--- config.mk ---
export PLATFORM = sky130hd
export DESIGN_NAME = ptrr_ctrl
export DESIGN_NICKNAME = d
export VERILOG_FILES = /design/src/sv/ptrr_pkg.sv /design/src/sv/ptrr_ctrl.sv
export SDC_FILE = /design/constraint.sdc
export NUM_CORES = 1
export LEC_CHECK = 0
export BUFFER_PORTS_ARGS = -buffer_cell sky130_fd_sc_hd__clkbuf_2
export CAP_MARGIN = 20
export CORE_ASPECT_RATIO = 0.8
export CORE_MARGIN = 8
export CORE_UTILIZATION = 31
export DETAILED_ROUTE_END_ITERATION = 8
export RECOVER_POWER = 25
export SLEW_MARGIN = 20
export SYNTH_ARGS = -nofsm -noshare
export SYNTH_HDL_FRONTEND = slang
export SYNTH_SLANG_ARGS = --single-unit
export TNS_END_PERCENT = 20
--- constraint.sdc ---
create_clock -name clock -period 4.4 [get_ports clock]
set_input_delay 0.22 -clock clock [delete_from_list [all_inputs] [get_ports clock]]
set_output_delay 0.22 -clock clock [all_outputs]
set_load 0.1 [all_outputs]
--- src/sv/ptrr_pkg.sv ---
// Package for the process table block: field widths, operation, action and
// status codes, sequencer states and the request and response payload types.
// No dependencies.
`timescale 1ns / 1ps
`default_nettype none

package ptrr_pkg;

   // Default table size
   localparam int DEPTH_DEFAULT = 1024;

   // Field widths
   localparam int MODE_W     = 2;
   localparam int REF_W      = 32;
   localparam int PID_W      = 32;
   localparam int ACTION_W   = 3;
   localparam int STATUS_W   = 3;
   localparam int AFFECTED_W = 10;
   localparam int LIVE_W     = 11;

   // Request modes
   localparam logic [MODE_W-1:0] MODE_SPAWN   = 2'd0;
   localparam logic [MODE_W-1:0] MODE_KILL    = 2'd1;
   localparam logic [MODE_W-1:0] MODE_OUTCOME = 2'd2;

   // Evaluator actions
   localparam logic [ACTION_W-1:0] ACT_NONE  = 3'd0;
   localparam logic [ACTION_W-1:0] ACT_CALL  = 3'd1;
   localparam logic [ACTION_W-1:0] ACT_FORK  = 3'd2;
   localparam logic [ACTION_W-1:0] ACT_EXIT  = 3'd3;
   localparam logic [ACTION_W-1:0] ACT_WAIT  = 3'd4;
   localparam logic [ACTION_W-1:0] ACT_SLEEP = 3'd5;
   localparam logic [ACTION_W-1:0] ACT_EXTC  = 3'd6;
   localparam logic [ACTION_W-1:0] ACT_FAIL  = 3'd7;

   // Response status
   localparam logic [STATUS_W-1:0] STATUS_OK          = 3'd0;
   localparam logic [STATUS_W-1:0] STATUS_REJECT      = 3'd1;
   localparam logic [STATUS_W-1:0] STATUS_EXITED      = 3'd2;
   localparam logic [STATUS_W-1:0] STATUS_UNSUPPORTED = 3'd3;
   localparam logic [STATUS_W-1:0] STATUS_INVALID     = 3'd4;

   // Sequencer states
   typedef enum logic [2:0] {
      ST_IDLE,
      ST_EXEC,
      ST_SCAN,
      ST_MOVE,
      ST_FIX,
      ST_CUR_RD,
      ST_LOAD
   } state_type;

   typedef struct packed {
      logic [MODE_W-1:0]   mode;
      logic [REF_W-1:0]    local_ref;
      logic [PID_W-1:0]    target_pid;
      logic [ACTION_W-1:0] action;
      logic                result_is_ref;
      logic [REF_W-1:0]    result_ref;
   } req_payload_type;

   typedef struct packed {
      logic [STATUS_W-1:0]   status;
      logic                  new_pid_valid;
      logic [PID_W-1:0]      new_pid;
      logic [AFFECTED_W-1:0] affected_index;
      logic [PID_W-1:0]      next_pid_at_cursor;
      logic [REF_W-1:0]      next_local_at_cursor;
      logic [LIVE_W-1:0]     live_count;
      logic                  round_done;
   } rsp_payload_type;

endpackage

`default_nettype wire

--- src/sv/ptrr_ctrl.sv ---
// Sequencer of the process table: decodes a request, scans and rewrites the
// pid and frame memories, moves the round-robin cursor and builds the response.
// Depends on ptrr_pkg; drives the two ptrr_ram instances in the top level.
`timescale 1ns / 1ps
`default_nettype none

module ptrr_ctrl import ptrr_pkg::*; #(
   parameter int TABLE_DEPTH = DEPTH_DEFAULT
) (
   input  wire logic                           clock,
   input  wire logic                           reset,
   input  wire logic [REF_W-1:0]               null_ref,
   input  wire logic                           req_valid,
   input  wire req_payload_type                req_payload,
   output logic                                req_ready,
   input  wire logic                           rsp_free,
   output logic                                rsp_load,
   output rsp_payload_type                     rsp_payload,
   output logic [$clog2(TABLE_DEPTH)-1:0]      mem_rd_addr,
   output logic [$clog2(TABLE_DEPTH)-1:0]      mem_wr_addr,
   output logic                                pid_we,
   output logic                                frame_we,
   output logic [PID_W-1:0]                    pid_wdata,
   output logic [REF_W-1:0]                    frame_wdata,
   input  wire logic [PID_W-1:0]               pid_rdata,
   input  wire logic [REF_W-1:0]               frame_rdata
);

   localparam int IDX_W = $clog2(TABLE_DEPTH);
   localparam logic [IDX_W-1:0] ONE_IDX    = IDX_W'(1);
   localparam logic [IDX_W-1:0] FULL_LIMIT = IDX_W'(TABLE_DEPTH - 1);

   state_type            state_ff, state_in;
   req_payload_type      req_ff, req_in;
   logic [IDX_W-1:0]     count_ff, count_in;
   logic [PID_W-1:0]     pid_ctr_ff, pid_ctr_in;
   logic [IDX_W-1:0]     cursor_ff, cursor_in;
   logic [IDX_W-1:0]     pos_ff, pos_in;
   logic [STATUS_W-1:0]  status_ff, status_in;
   logic                 new_valid_ff, new_valid_in;
   logic [PID_W-1:0]     new_pid_ff, new_pid_in;
   logic [IDX_W-1:0]     affected_ff, affected_in;
   logic                 round_done_ff, round_done_in;
   logic                 outcome_ff, outcome_in;
   logic [IDX_W-1:0]     scan_ff, scan_in;
   logic [IDX_W-1:0]     chk_ff, chk_in;
   logic                 chk_valid_ff, chk_valid_in;
   logic [IDX_W-1:0]     rm_slot_ff, rm_slot_in;

   logic                 full;
   logic                 spawn_ok;
   logic                 valid_ref;
   logic                 fork_ok;
   logic [IDX_W-1:0]     idx;
   logic [STATUS_W-1:0]  kill_code;
   logic                 pid_hit;
   logic                 scan_more;

   // Decode of the held request
   always_comb begin
      full      = (count_ff >= FULL_LIMIT);
      spawn_ok  = (req_ff.local_ref != null_ref) && !full;
      valid_ref = req_ff.result_is_ref && (req_ff.result_ref != null_ref);
      fork_ok   = valid_ref && !full;
      idx       = (cursor_ff < count_ff) ? cursor_ff : '0;
      pid_hit   = chk_valid_ff && (pid_rdata == req_ff.target_pid);
      scan_more = (scan_ff < count_ff);
      case (req_ff.action)
         ACT_NONE:  kill_code = STATUS_OK;
         ACT_CALL:  kill_code = valid_ref ? STATUS_OK : STATUS_UNSUPPORTED;
         ACT_FORK:  kill_code = valid_ref ? STATUS_OK : STATUS_UNSUPPORTED;
         ACT_EXIT:  kill_code = STATUS_EXITED;
         ACT_WAIT:  kill_code = STATUS_UNSUPPORTED;
         ACT_SLEEP: kill_code = STATUS_UNSUPPORTED;
         ACT_EXTC:  kill_code = STATUS_UNSUPPORTED;
         ACT_FAIL:  kill_code = STATUS_INVALID;
         default:   kill_code = STATUS_INVALID;
      endcase
   end

   // Next state
   always_comb begin
      state_in = state_ff;
      case (state_ff)
         ST_IDLE: begin
            if (req_valid) begin
               state_in = ST_EXEC;
            end
         end
         ST_EXEC: begin
            case (req_ff.mode)
               MODE_KILL: state_in = ST_SCAN;
               MODE_OUTCOME: begin
                  if (count_ff != '0 && kill_code != STATUS_OK) begin
                     state_in = ST_MOVE;
                  end else begin
                     state_in = ST_FIX;
                  end
               end
               default: state_in = ST_FIX;
            endcase
         end
         ST_SCAN: begin
            if (pid_hit) begin
               state_in = ST_MOVE;
            end else if (!scan_more && !chk_valid_ff) begin
               state_in = ST_FIX;
            end
         end
         ST_MOVE:   state_in = ST_FIX;
         ST_FIX:    state_in = ST_CUR_RD;
         ST_CUR_RD: state_in = ST_LOAD;
         ST_LOAD: begin
            if (rsp_free) begin
               state_in = ST_IDLE;
            end
         end
         default: state_in = ST_IDLE;
      endcase
   end

   // Datapath, memory controls and handshake outputs
   always_comb begin
      req_in        = req_ff;
      count_in      = count_ff;
      pid_ctr_in    = pid_ctr_ff;
      cursor_in     = cursor_ff;
      pos_in        = pos_ff;
      status_in     = status_ff;
      new_valid_in  = new_valid_ff;
      new_pid_in    = new_pid_ff;
      affected_in   = affected_ff;
      round_done_in = round_done_ff;
      outcome_in    = outcome_ff;
      scan_in       = scan_ff;
      chk_in        = chk_ff;
      chk_valid_in  = chk_valid_ff;
      rm_slot_in    = rm_slot_ff;
      mem_rd_addr   = cursor_ff;
      mem_wr_addr   = count_ff;
      pid_we        = 1'b0;
      frame_we      = 1'b0;
      pid_wdata     = pid_ctr_ff;
      frame_wdata   = req_ff.local_ref;
      req_ready     = (state_ff == ST_IDLE);
      rsp_load      = 1'b0;

      case (state_ff)
         // Take the request and clear the per-request results
         ST_IDLE: begin
            if (req_valid) begin
               req_in        = req_payload;
               status_in     = STATUS_REJECT;
               new_valid_in  = 1'b0;
               new_pid_in    = '0;
               affected_in   = '0;
               round_done_in = 1'b0;
               outcome_in    = 1'b0;
            end
         end

         ST_EXEC: begin
            pos_in = cursor_ff;
            case (req_ff.mode)
               // Append at the end of the table
               MODE_SPAWN: begin
                  if (spawn_ok) begin
                     pid_we       = 1'b1;
                     frame_we     = 1'b1;
                     count_in     = count_ff + ONE_IDX;
                     pid_ctr_in   = pid_ctr_ff + PID_W'(1);
                     status_in    = STATUS_OK;
                     new_valid_in = 1'b1;
                     new_pid_in   = pid_ctr_ff;
                     affected_in  = count_ff;
                  end
               end
               // Start the linear search
               MODE_KILL: begin
                  scan_in      = '0;
                  chk_valid_in = 1'b0;
               end
               // Apply the evaluator's outcome to the cursor process
               MODE_OUTCOME: begin
                  if (count_ff != '0) begin
                     outcome_in  = 1'b1;
                     affected_in = idx;
                     status_in   = STATUS_OK;
                     if (kill_code != STATUS_OK) begin
                        status_in   = kill_code;
                        pos_in      = idx;
                        rm_slot_in  = idx;
                        mem_rd_addr = count_ff - ONE_IDX;
                     end else begin
                        pos_in = idx + ONE_IDX;
                        if (req_ff.action == ACT_CALL) begin
                           mem_wr_addr = idx;
                           frame_wdata = req_ff.result_ref;
                           frame_we    = 1'b1;
                        end else if (req_ff.action == ACT_FORK && fork_ok) begin
                           frame_wdata  = req_ff.result_ref;
                           pid_we       = 1'b1;
                           frame_we     = 1'b1;
                           count_in     = count_ff + ONE_IDX;
                           pid_ctr_in   = pid_ctr_ff + PID_W'(1);
                           new_valid_in = 1'b1;
                           new_pid_in   = pid_ctr_ff;
                        end
                     end
                  end
               end
               default: begin
                  status_in = STATUS_REJECT;
               end
            endcase
         end

         // Compare the entry read last cycle, issue the next read
         ST_SCAN: begin
            if (pid_hit) begin
               rm_slot_in   = chk_ff;
               affected_in  = chk_ff;
               status_in    = STATUS_OK;
               chk_valid_in = 1'b0;
               mem_rd_addr  = count_ff - ONE_IDX;
            end else if (scan_more) begin
               mem_rd_addr  = scan_ff;
               chk_in       = scan_ff;
               chk_valid_in = 1'b1;
               scan_in      = scan_ff + ONE_IDX;
            end else begin
               chk_valid_in = 1'b0;
            end
         end

         // Move the last entry into the freed slot
         ST_MOVE: begin
            mem_wr_addr = rm_slot_ff;
            pid_wdata   = pid_rdata;
            frame_wdata = frame_rdata;
            pid_we      = 1'b1;
            frame_we    = 1'b1;
            count_in    = count_ff - ONE_IDX;
         end

         // Advance the cursor, wrapping it at the end of a round
         ST_FIX: begin
            if (pos_ff >= count_ff) begin
               round_done_in = outcome_ff || (pos_ff != '0);
               cursor_in     = '0;
            end else begin
               cursor_in = pos_ff;
            end
         end

         ST_LOAD: begin
            rsp_load = rsp_free;
         end

         default: begin
         end
      endcase
   end

   // Response built from held results and the cursor entry
   always_comb begin
      rsp_payload.status               = status_ff;
      rsp_payload.new_pid_valid        = new_valid_ff;
      rsp_payload.new_pid              = new_pid_ff;
      rsp_payload.affected_index       = AFFECTED_W'(affected_ff);
      rsp_payload.next_pid_at_cursor   = (count_ff != '0) ? pid_rdata : '0;
      rsp_payload.next_local_at_cursor = (count_ff != '0) ? frame_rdata : '0;
      rsp_payload.live_count           = LIVE_W'(count_ff);
      rsp_payload.round_done           = round_done_ff;
   end

   // Control registers
   always_ff @(posedge clock) begin
      if (reset) begin
         state_ff     <= ST_IDLE;
         count_ff     <= '0;
         pid_ctr_ff   <= '0;
         cursor_ff    <= '0;
         chk_valid_ff <= 1'b0;
      end else begin
         state_ff     <= state_in;
         count_ff     <= count_in;
         pid_ctr_ff   <= pid_ctr_in;
         cursor_ff    <= cursor_in;
         chk_valid_ff <= chk_valid_in;
      end
   end

   // Request and result holding registers
   always_ff @(posedge clock) begin
      req_ff        <= req_in;
      pos_ff        <= pos_in;
      status_ff     <= status_in;
      new_valid_ff  <= new_valid_in;
      new_pid_ff    <= new_pid_in;
      affected_ff   <= affected_in;
      round_done_ff <= round_done_in;
      outcome_ff    <= outcome_in;
      scan_ff       <= scan_in;
      chk_ff        <= chk_in;
      rm_slot_ff    <= rm_slot_in;
   end

`ifndef SYNTHESIS
   a_cursor_in_table: assert property (@(posedge clock) disable iff (reset)
      (state_ff == ST_LOAD) |-> (cursor_ff < count_ff || cursor_ff == '0))
      else $error("cursor left outside the live table");

   a_write_states: assert property (@(posedge clock) disable iff (reset)
      (pid_we || frame_we) |-> (state_ff == ST_EXEC || state_ff == ST_MOVE))
      else $error("table written outside execute or move");

   a_count_changes: assert property (@(posedge clock) disable iff (reset)
      (!$past(reset) && !$stable(count_ff))
         |-> ($past(state_ff) == ST_EXEC || $past(state_ff) == ST_MOVE))
      else $error("process count changed outside execute or move");

   a_pid_steps: assert property (@(posedge clock) disable iff (reset)
      (!$past(reset) && !$stable(pid_ctr_ff))
         |-> (pid_ctr_ff == $past(pid_ctr_ff) + PID_W'(1)))
      else $error("pid counter moved by other than one");
`endif

endmodule

`default_nettype wire

# --- Yosys cells after proc, flatten, opt, wreduce, memory -nomap -nowiden ---
# Cells that the tools add are included.
totals:
  regBits: 246
  latchBits: 0
  ram_bits: 0
  romBits: 0
  out_inout_bits: 210
  wordCells: 215
  mem_count: 0
classes:
  addsub: 5
  multipliers: 0
  div: 0
  magnitude_cmp: 4
  eq_ne: 41
  shifts: 0
  n_mux: 105
  bitwise_logic: 1
  n_reduce_logical: 38
op_table:
  columns: ["cell", "n"]
  rows:
  - ["two-way mux 32 bit", 19]
  - ["two-way mux 10 bit", 29]
  - ["case mux 32 bit (2 select lines)", 4]
  - ["case mux 10 bit (2 select lines)", 7]
  - ["!= test 32 bit", 2]
  - ["adder 32 x 1 -> 32 bit (second input constant)", 1]
  - ["== test 32 bit", 1]
  - ["adder 10 x 1 -> 10 bit (second input constant)", 3]
  - ["!= test 2 bit (second input constant)", 15]
  - ["case mux 10 bit (3 select lines)", 1]
  - ["two-way mux 3 bit", 9]
  - ["== test 3 bit (second input constant)", 7]
  - ["two-way mux 1 bit", 21]
  - ["case mux 3 bit (7 select lines)", 1]
  - ["less-than comparator 10 bit", 2]
  - ["nonzero test 10 bit", 2]
  - ["!= test 3 bit (second input constant)", 6]
  - ["case mux 1 bit (2 select lines)", 9]
  - ["case mux 3 bit (3 select lines)", 2]
  - ["case mux 3 bit (5 select lines)", 1]
  - ["AND reduction 7 bit", 2]
  - ["== test 3 x 2 -> 1 bit (second input constant)", 4]
  - ["AND reduction 6 bit", 2]
  - ["greater-or-equal comparator 10 bit", 1]
  - ["24 further kinds", 43]

# --- Longest topological paths before layout ---
logic_depth:
  ltp_word: 10
  ltp_mapped: 13

# --- Worst setup path after synthesis ---
# OpenSTA, ideal clock, no wires.
synth_timing:
  path_type: "register -> output"
  start: "register count_ff[8]"
  end: "output port mem_wr_addr[7]"
  arrival_time_ns: 6.701
  t_required_ns: 4.180
  path_slack_ns: -2.521
  path_stages_with_launch: 10
  path_cell_list: "dfxtp_1 -> clkinv_1 -> ha_1 -> o21a_1 -> o21a_1 -> o31a_1 -> a311oi_1 -> buf_2 -> nand2_1 -> o311ai_0"
synth_via:
  elab_chain_cells: 7
  elab_cells_between_ends: 8
  classes_between: "1 x order compare; 6 x mux; 1 x reduce/logical"
synth_rtl:
  columns: ["element", "line", "text"]
  rows:
  - ["from (decl)", "ptrr_ctrl.sv:35", "logic [IDX_W-1:0] count_ff, count_in;"]
  - ["from (signal assigned)", "ptrr_ctrl.sv:287", "count_ff <= count_in;"]
  - ["less-than comparator 10 bit", "ptrr_ctrl.sv:65", "idx = (cursor_ff < count_ff) ? cursor_ff : '0;"]
  - ["two-way mux 10 bit", "ptrr_ctrl.sv:65", null]
  - ["two-way mux 10 bit", "ptrr_ctrl.sv:196", "if (req_ff.action == ACT_CALL) begin"]
  - ["two-way mux 10 bit", "ptrr_ctrl.sv:189", "if (kill_code != STATUS_OK) begin"]
  - ["two-way mux 10 bit (*)", "ptrr_ctrl.sv:185", "if (count_ff != '0) begin"]
  - ["two-way mux 10 bit (*)", "ptrr_ctrl.sv:164", "case (req_ff.mode)"]
  - ["case mux 10 bit (2 select lines) (*)", "ptrr_ctrl.sv:148", "case (state_ff)"]
  - ["to (decl)", "ptrr_ctrl.sv:20", "output logic [$clog2(TABLE_DEPTH)-1:0] mem_wr_addr,"]
# Mark *: on every way between the ends. The rest lies on a longest branch, timed or not.

# --- Worst setup path after layout ---
layout_timing:
  start: "register count_ff[0]"
  end: "output port frame_wdata[1]"
layout_via:
  elab_chain_cells: 10
  elab_cells_between_ends: 11
  classes_between: "1 x order compare; 6 x mux; 4 x reduce/logical"
layout_rtl:
  columns: ["element", "line", "text"]
  rows:
  - ["greater-or-equal comparator 10 bit", "ptrr_ctrl.sv:61", "full = (count_ff >= FULL_LIMIT);"]
  - ["logical NOT 1 bit", "ptrr_ctrl.sv:64", "fork_ok = valid_ref && !full;"]
  - ["logical AND 1 bit", "ptrr_ctrl.sv:64", null]
  - ["logical AND 1 bit", "ptrr_ctrl.sv:200", "end else if (req_ff.action == ACT_FORK && fork_ok) begin"]
  - ["two-way mux 32 bit", "ptrr_ctrl.sv:200", null]
  - ["two-way mux 32 bit", "ptrr_ctrl.sv:196", null]
  - ["two-way mux 32 bit", "ptrr_ctrl.sv:189", null]
  - ["two-way mux 32 bit (*)", "ptrr_ctrl.sv:185", null]
  - ["two-way mux 32 bit (*)", "ptrr_ctrl.sv:164", null]
  - ["case mux 32 bit (2 select lines) (*)", "ptrr_ctrl.sv:148", null]
  - ["to (decl)", "ptrr_ctrl.sv:24", "output logic [REF_W-1:0] frame_wdata,"]
# Marks and branches as above.

==> flow_summary_export.csv <==
group,metric,value,unit
routing,routed_via_density,5.331,
clock_tree,cts-root-buf,"clkbuf_16",
synthesis,synth-main-ff-cell,"edfxtp_1",
pwr,leakage,7.924,nW
global_route,grt_overflow,0,
setup_path,r2r_cells,9,
sta,relSlewSlack,17.95,%
finish,final_common_cell,"clkbuf_2",
setup_path,start_kind,"register",
synthesis,ys.warnings.count,0,
finish,fin_area,19260,sq um
worst_hold_path,min_path_type,"in2reg",
setup_path,slowest_stage,"or3_2",
routing,first_pass_iters,7,
floorplanning,ios,412,
routing,num_vias,13076,
synthesis,ys_types,76,
finish,multiInputGateArea,6556,sq um
setup_path,critPathBufInv,3,
place,finalWeightedCongestion,0.9284,
clock_tree,htree_levels,1,
sta,drv_slew,0,
synthesis,syn-num-nets,1599,
clock_tree,cts_tree,"done",
clock_tree,ctsLongestPathBuffers,3,
sta,setup_viol,0,
setup_path,critPathArrivalTime,3.98,ns
pwr,total_power,10.91,mW
pwr,ir_drop,0.0003478,V
outcome,status,"finished clean",
clock_tree,clock_latency,0.57,ns
sta,post-route-min-period,4.200,ns
global_route,grt_usage,21.24,%
sta,holdWs,0.1141,ns
sta,final.period_utilization,95.45,%
worst_hold_path,holdCritStartpoint,"rsp_free",
finish,mostFrequentLayoutCells,"clkbuf_2 (315), edfxtp_1 (190), nand2_1 (164)",
floorplanning,core-area,44030,sq um
synthesis,synth_edf_count,190,
global_route,grt_pass1_vias,13416,
sta,fmax,238.1,MHz
synthesis,ys_ff_latch,246,
routing,wl,56730,um
clock_tree,cts_inserted_buffers,30,
floorplanning,rows,69,
routing,drcViolationCount,0,
global_route,antenna_found_initial,1,
sta,skew,0.01066,ns
global_route,grt_pass1_wl,83810,um
clock_tree,clk_pin_slew,0.06,ns
finish,register_area,6827,sq um
sta,finalHoldViolations,0,
synthesis,syn_inst,1361,
synthesis,yosysSeqAreaShare,49.84,%
finish,layout-drive-gt1-share,26.84,%
floorplanning,fp.dieH,204.0,um
floorplanning,die_area,51210,sq um
routing,wire_per_inst,23.13,um
synthesis,synthArstFlopShare,0,%
setup_path,crit_cells,12,
finish,antenna_cells,0,
setup_path,path_cells,"inv_1 -> ha_1 -> nor3b_4 -> nand4_1 -> or3_2 -> nand2_4 -> a211oi_4 -> nand2_1 -> buf_6 -> o22ai_1 -> a21oi_2 -> buf_12",
setup_path,worstSetupPathType,"reg2out",
setup_path,max_stage_delay,0.57,ns
setup_path,cp-end-kind,"output pin",
setup_path,cp_max_fo,32,
routing,ant_nets,0,
place,portBuffers,410,
setup_path,ff2ff_setup_slack,0.92,ns
worst_hold_path,min_to,"state_ff[2]",
run,maxCapViolCount,0,
routing,drt-initial-drc-count,979,
setup_path,r2r-start,"count_ff[0]",
pwr,power.density,566.4,nW/um^2
setup_path,worst-endpoint-required,4.18,ns
place,dp_hpwl,42400,um
synthesis,syn_area,13700,sq um
finish,fin_nets,2100,
global_route,grt_max_degree,71,
finish,fill_cells,4261,
finish,syn_to_final_growth,40.59,%
worst_hold_path,whs_path_depth,4,
floorplanning,dieWidth,251.0,um
sta,tightest_slew,1.236,ns
place,postPlaceCellArea,17190,sq um
setup_path,timing.rr.end,"new_pid_ff[16]",
synthesis,syn_avg_cell_area,10.06,sq um
clock_tree,clkSinkCount,246,
setup_path,critPathTopFamily,"simple AND/OR/NAND/NOR gates",
floorplanning,start_util,31.11,%
## per-stage QoR
step | setup slack, ns | TNS [ns] | util (%) | instances
6_report | 0.2001 | 0 | 43.73 | 2453
5_1_grt | -0.01227 | -0.01227 | 43.73 | 2453
4_1_cts | 0.06083 | 0 | 43.81 | 2451
3_5_place_dp | 0.5437 | 0 | 39.05 | 2293
3_3_place_gp | 0.7079 | 0 | 39.05 | 2293
2_1_floorplan | -0.4292 | -22.80 | - | 1361
## what timing repair did
action	4_1_cts	5_1_grt
hold buffers	103	0
hold endpoints to repair	104	0
setup endpoints to repair	3	34
gates resized for setup	3	3
cloned	0	0
setup buffers	0	2
pin swaps	0	1
## area by class of cell
cell class,instances,share of cell area (%)
flip-flops and latches,246,35.45
multi-input cells,997,34.05
repair buffers,545,20.51
clock buffers,46,4.685
well taps,568,3.691
inverters,42,0.8187
clock inverters,9,0.7927
## where the power goes
| group | total (mW) | switching, mW | internal, mW |
|---|---|---|---|
| combinational | 5.12 | 4.08 | 1.04 |
| clock | 2.65 | 1.01 | 1.64 |
| sequential | 3.13 | 0.232 | 2.90 |
## cells by family after synthesis
group           after synthesis  share of synthesized area [%]
simple gates                544                          20.46
buf+inv                     118                          3.426
mux                          32                          2.567
fa+ha+maj                    36                          3.289
xor+xnor                    129                          8.249
flops                       246                          49.84
compound gates              255                          12.14
other cells                   1                        0.02738
## cells in the mapped netlist (5+ instances only)
cell / n / area, sq um
buf_2: 9 / 45.04
a21o_1: 8 / 60.06
nor2b_1: 15 / 93.84
a21oi_1: 62 / 310.3
a211oi_1: 11 / 82.58
xnor2_1: 24 / 210.2
and2_1: 73 / 456.7
o22ai_1: 70 / 437.9
and3_1: 44 / 275.3
or3_1: 13 / 81.33
mux2_2: 23 / 259.0
a22o_1: 10 / 87.58
xor2_1: 105 / 919.6
o31ai_1: 6 / 45.04
o221ai_1: 10 / 87.58
mux2i_1: 7 / 70.07
o21a_1: 5 / 37.54
nand2_1: 165 / 619.3
nand3_1: 26 / 130.1
nor2_1: 84 / 315.3
ha_1: 36 / 450.4
nor4_1: 31 / 193.9
inv_1: 38 / 142.6
dfxtp_1: 56 / 1121
nor3_1: 28 / 140.1
nand4_1: 28 / 175.2
edfxtp_1: 190 / 5705
clkbuf_1: 59 / 221.5
nand2b_1: 14 / 87.58
o21ai_0: 39 / 195.2
## flip-flops by register name, indices dropped and copies added, names as in the netlist
name	flops
req_ff	102
new_valid_ff	1
status_ff	3
state_ff	3
pid_ctr_ff	32
scan_ff	10
new_pid_ff	32
round_done_ff	1
rm_slot_ff	10
chk_ff	10
chk_valid_ff	1
pos_ff	10
outcome_ff	1
affected_ff	10
cursor_ff	10
count_ff	10
## routing by layer
layer / global-route usage (%) / wire (um)
met1: 27.53 / 23620
met2: 35.07 / 26480
met3: 5.032 / 4893
met4: 6.249 / 1725
met5: 0 / 13
## tightest hold or removal path, cell delays in order
cell and delay (ns):
clkbuf_2 0.10, or3_1 0.10, a21bo_2 0.11, o21ai_0 0.08
## worst max path at each step
stage                           start              to
after global routing      count_ff[1]  frame_wdata[1]
after global placement    count_ff[0]  frame_wdata[1]
after CTS                 count_ff[0]  frame_wdata[1]
after floorplan           count_ff[8]  mem_wr_addr[7]
final                     count_ff[0]  frame_wdata[1]
after detailed placement  count_ff[0]  frame_wdata[1]
Note: power is estimated with default switching activity, not from simulation.
